[src/rtl/core/ddw_div.sv]
// pipelined restoring divider, one quotient bit per stage
`timescale 1ns / 1ps
`default_nettype none
module ddw_div #(
  parameter int QB = 17,
  parameter int SW = 1
) (
  input  wire logic          clk,
  input  wire logic          rst,
  input  wire logic          en,
  input  wire logic          in_v,
  input  wire logic [31:0]   rem_in,
  input  wire logic [QB-1:0] num_in,
  input  wire logic [SW-1:0] sb_in,
  input  wire logic [31:0]   h,
  output logic               out_v,
  output logic [QB-1:0]      quo,
  output logic [SW-1:0]      sb_out
);

  logic          v   [0:QB];
  logic [31:0]   rem [0:QB];
  logic [QB-1:0] nb  [0:QB];
  logic [QB-1:0] qq  [0:QB];
  logic [SW-1:0] sb  [0:QB];

  assign v[0]   = in_v;
  assign rem[0] = rem_in;
  assign nb[0]  = num_in;
  assign qq[0]  = '0;
  assign sb[0]  = sb_in;

  // one shift-and-subtract step per stage
  for (genvar i = 1; i <= QB; i++) begin : g_stage
    logic [32:0] trial;
    logic        ge;
    assign trial = {rem[i-1], nb[i-1][QB-1]};
    assign ge    = trial >= {1'b0, h};

    always_ff @(posedge clk) begin
      if (rst) begin
        v[i] <= 1'b0;
      end else if (en) begin
        v[i] <= v[i-1];
      end
    end

    always_ff @(posedge clk) begin
      if (en) begin
        rem[i] <= ge ? 32'(trial - {1'b0, h}) : trial[31:0];
        nb[i]  <= {nb[i-1][QB-2:0], 1'b0};
        qq[i]  <= {qq[i-1][QB-2:0], ge};
        sb[i]  <= sb[i-1];
      end
    end
  end

  assign out_v  = v[QB];
  assign quo    = qq[QB];
  assign sb_out = sb[QB];

endmodule
`default_nettype wire

[config.mk]
export PLATFORM = sky130hd
export DESIGN_NAME = ddw_div
export DESIGN_NICKNAME = d
export VERILOG_FILES = /design/src/rtl/core/ddw_div.sv
export SDC_FILE = /design/constraint.sdc
export NUM_CORES = 2
export LEC_CHECK = 0
export BUFFER_PORTS_ARGS = -buffer_cell sky130_fd_sc_hd__buf_4
export CAP_MARGIN = 20
export CORE_ASPECT_RATIO = 1.75
export CORE_MARGIN = 2
export CORE_UTILIZATION = 55
export DETAILED_ROUTE_END_ITERATION = 6
export PLACE_DENSITY = 0.73
export RECOVER_POWER = 50
export SLEW_MARGIN = 20
export SYNTH_ARGS = -nofsm -noshare
export SYNTH_HDL_FRONTEND = slang
export SYNTH_SLANG_ARGS = --single-unit
[constraint.sdc]
create_clock -name clk -period 5.5 [get_ports clk]
set_input_delay 0.825 -clock clk [delete_from_list [all_inputs] [get_ports clk]]
set_output_delay 0.825 -clock clk [all_outputs]
set_load 0.01 [all_outputs]
# Word-level counts from Yosys, hierarchy flattened
# Index checks and enable logic that the tools add are counted.
dict set report word_totals {
  ff_bits 835
  out_inout_bits 19
}
dict set report op_classes {
  muxes 16
  add_sub_neg 16
  order_cmp 17
}
# op count
set op_table {}
lappend op_table {{33-bit by 32-bit >= comparator with 1-bit output} 17}
lappend op_table {{32-bit 2-to-1 mux} 16}
lappend op_table {{32-bit subtractor} 16}

# Logic depth before layout (Yosys ltp)
dict set report depth {
  word_depth 2
  mapped_depth 16
  mapped_depth_nobuf 13
}

# Worst setup path after synthesis
# No wires, ideal clock.
dict set report synth_timing {
  kind {in2reg}
  start {in h[1]}
  end {reg rem (netlist bit g_stage[10].trial[10]), data pin}
  path_buffers 2
  arrival_ps 3891
  slack_ps 1349
  cell_stages 14
  cell_sequence {inv_1 ha_1 nor2b_4 o31a_1 nor4_4 o211ai_2 o21bai_4 a21oi_2 a211oi_4 a21oi_1 or4_1 buf_2 buf_6 mux2_4}
}
dict set report synth_via {
  elab_chain_len 2
  word_cells_on_any_way 3
  cone_classes {1 x add/sub; 1 x order compare; 1 x mux}
}
# element line
set synth_lines {}
lappend synth_lines {{start: declaration} 15} ;# input wire logic [31:0] h,
lappend synth_lines {{32-bit subtractor / 33-bit by 32-bit >= comparator with 1-bit output (equally long branches)} {50, 38}}
lappend synth_lines {{32-bit 2-to-1 mux *} 50} ;# rem[i] <= ge ? 32'(trial - {1'b0, h}) : trial[31:0];
lappend synth_lines {{end signal: indexed assignment} 50}
lappend synth_lines {{end: declaration} 22} ;# logic [31:0] rem [0:QB];
# Mark *: on every way between the ends. The rest lies on a longest branch, timed or not.
# A chain may end at the register's enable or synchronous reset.

# Worst setup path in the final report
dict set report layout_timing {
  start {in en}
  end {reg rem (netlist bit g_stage[10].trial[21]), enable pin}
}
# element line
set layout_rtl {}
lappend layout_rtl {{start: declaration} 10} ;# input wire logic en,
# No word-level cell between the ends.

==> reports/metrics.cfg <==
[run_status]
outcome=finished, violations left
violations=design-rule violations, max-capacitance violations, max-slew violations

[finish]
nNetsFinal=6312
multi_input_area_um2=31710
area_growth_syn_to_layout_pct=10.10
final_cell_mix=edfxtp_1, ha_1, a21oi_1, nor2_1, nand2_1
regArea_um2=24900
nFillCells=8589
layout-drive-gt1-share=0.1064
insertedDiodeCount=0
layout_commonest_cell=edfxtp_1

[timing]
timing.final.crit_period_ps=4571
rsz0062_at_grt=false
period_share=0.8311
maxSlewViolCount=90
slew_headroom=-2.031
fin_hold_ws_ps=327.4
setup_viol=0
tightest_slew_ps=4547
setup_tns_ps=0
max_freq_ghz=0.2188
fin_ws_ps=928.7
hold_viol_final=0
clock-skew-final_ps=33.50

[logic_synthesis]
yosysSeqAreaShare=0.4294
ys_types=96
synth_flop_cell=edfxtp_1
async_flop_share=0
synth_area_per_cell_um2=10.53
yosysWarningCount=0
synth-edff-count=818
synthCells=5509
syn-num-nets=6155
synth-seq-cells=835
syn_area_um2=58000

[setup_path]
r2r_end=g_stage[15].trial[28]
cp_num_buf_inv=2
crit_cells=2
ff2ff_path_depth=13
r2r_start=g_stage[14].trial[0]
critPathRequiredTime_ps=5840
reg2reg_setup_slack_ps=1300
crit_type=primary input to flop
worstPathMaxFanout=94
cp_slowest_stage_delay_ps=3180
cp-start-kind=primary input
crit_path_cell_trace=dlymetal6s2s_1 -> buf_4
cp-end-kind=flop
cp_top_family=buffers and inverters
crit_arrival_ps=4910
crit_slowest_cell=dlymetal6s2s_1

[floorplan]
die_width_um=249.5
io_pins=105
initial_utilization=0.5540
die-area_um2=108200
die_h_um=433.6
core_um2=104700
row_count=157

[routing]
drc=2
dr.pass1.iters=7
viasPerCell=6.262
drtIter0Drc=2805
wl_per_cell_um=23.20
totalWireLength_um=164300
vias=44350
ant_nets=0

[global_routing]
antenna_found_initial=1
grt_pass1_wl_um=248700
grt.total_usage=0.2997
grt_start_max_net_pins=137
met2_usage=0.5595
use_met1=0.2858
top_usage_layer=met2
gr-usage-met3=0.03857
first_global_vias=44820
grt-ovfl-total=0

[flow_run]
drv_cap=1

[clock_network]
cts_max_level=3
post_cts_buffers=0
cts_hold_buf=0
cts_resized=0
clkSlewWorstSetupHoldPaths_ps=60
cts-buffers-inserted=82
clock_path_buffers=3
clockRootBuffer=clkbuf_16
cts_num_sinks=835
cts_tree=built
insertion_delay_ps=710

[worst_hold_path]
hold_start=num_in[7]
holdPathEnd=nb[280]
hold_path_class=primary input to flop
hold-path-cell-count=1

[placement]
io_buffers=104
place.gp.congestion=0.9649
place_ws_ps=472.4
dp_hpwl_um=126300

[power_and_ir_drop]
p_per_area_nw_per_um2=621.0
p_leak_uw=0.02598
vdd_ir_drop_max_uv=378.5

[sequential cells by signal, summed over array words and instances (netlist names)]
register,count
g_stage.trial,528
v,16
out_v,1
sb,16
quo,17
nb,120
qq,136
sb_out,1
[metal layers]
metal | vias to the layer above | routed length [µm]
met5 | - | 0
met4 | 0 | 17210
met3 | 581 | 6292
met2 | 1324 | 84840
met1 | 21260 | 55920
li1 | 21190 | -
[cells in the mapped netlist, types with 64 or more instances]
master,instances,share of area
nor2b_1,77,0.0083
nor3_1,80,0.0069
inv_1,188,0.012
xnor2_1,278,0.042
a21oi_1,542,0.047
xor2_1,153,0.023
edfxtp_1,818,0.42
nand3_1,100,0.0086
nand4_1,90,0.0097
and3_1,64,0.0069
o21ai_0,315,0.027
nor2_1,410,0.027
clkbuf_1,108,0.0070
o21a_1,84,0.011
mux2_2,170,0.033
ha_1,544,0.12
a21o_1,275,0.036
mux2_1,82,0.016
nand2_1,335,0.022
[final cells by class]
| cell class | instances | area share |
|---|---|---|
| Clock inverter | 56 | 0.009993 |
| Multi-Input combinational cell | 4319 | 0.4966 |
| Inverter | 189 | 0.01111 |
| Tap cell | 1351 | 0.02647 |
| Clock buffer | 93 | 0.03278 |
| Sequential cell | 835 | 0.3900 |
| Timing Repair Buffer | 239 | 0.03302 |
[stage by stage]
step	cells	area, µm²	util	power (µW)
finish	7082	63860	0.6099	39650
global route	7082	63860	0.6099	42330
CTS	7081	63840	0.6098	39560
detailed placement	6932	61110	0.5837	33540
global placement	6932	61110	0.5837	33100
floorplan	5509	58000	-	27850
[where the power goes]
group	internal (µW)	switching [µW]	total (µW)	leakage [µW]
registers	10400	1480	11900	0.00811
logic	9840	12000	21900	0.0166
clock network	3210	2650	5850	0.00129
total	23500	16200	39700	0.0260
[cell families (layout without fill, tap and decap cells)]
logic type,after synthesis,after routing,share of synthesized area
buffers and inverters,355,577,0.02533
AO/OA/AOI/OAI,1655,1655,0.1819
adder cells (fa/ha/maj),560,560,0.1229
flip-flops,835,835,0.4294
XOR/XNOR,431,431,0.06508
AND/OR/NAND/NOR,1348,1348,0.1116
multiplexers,325,325,0.06385
[how the worst max path moves through the flow]
stage / from / endpoint / slack (ps)
after detailed placement: h[19] / g_stage[12].trial[6] / 470
final: en / g_stage[10].trial[21] / 930
after global routing: en / g_stage[10].trial[19] / 590
after global placement: h[19] / g_stage[12].trial[14] / 510
after floorplan: h[1] / g_stage[10].trial[10] / 1350
after CTS: h[19] / g_stage[12].trial[14] / 1180
Note: power is estimated with default switching activity, not from simulation.
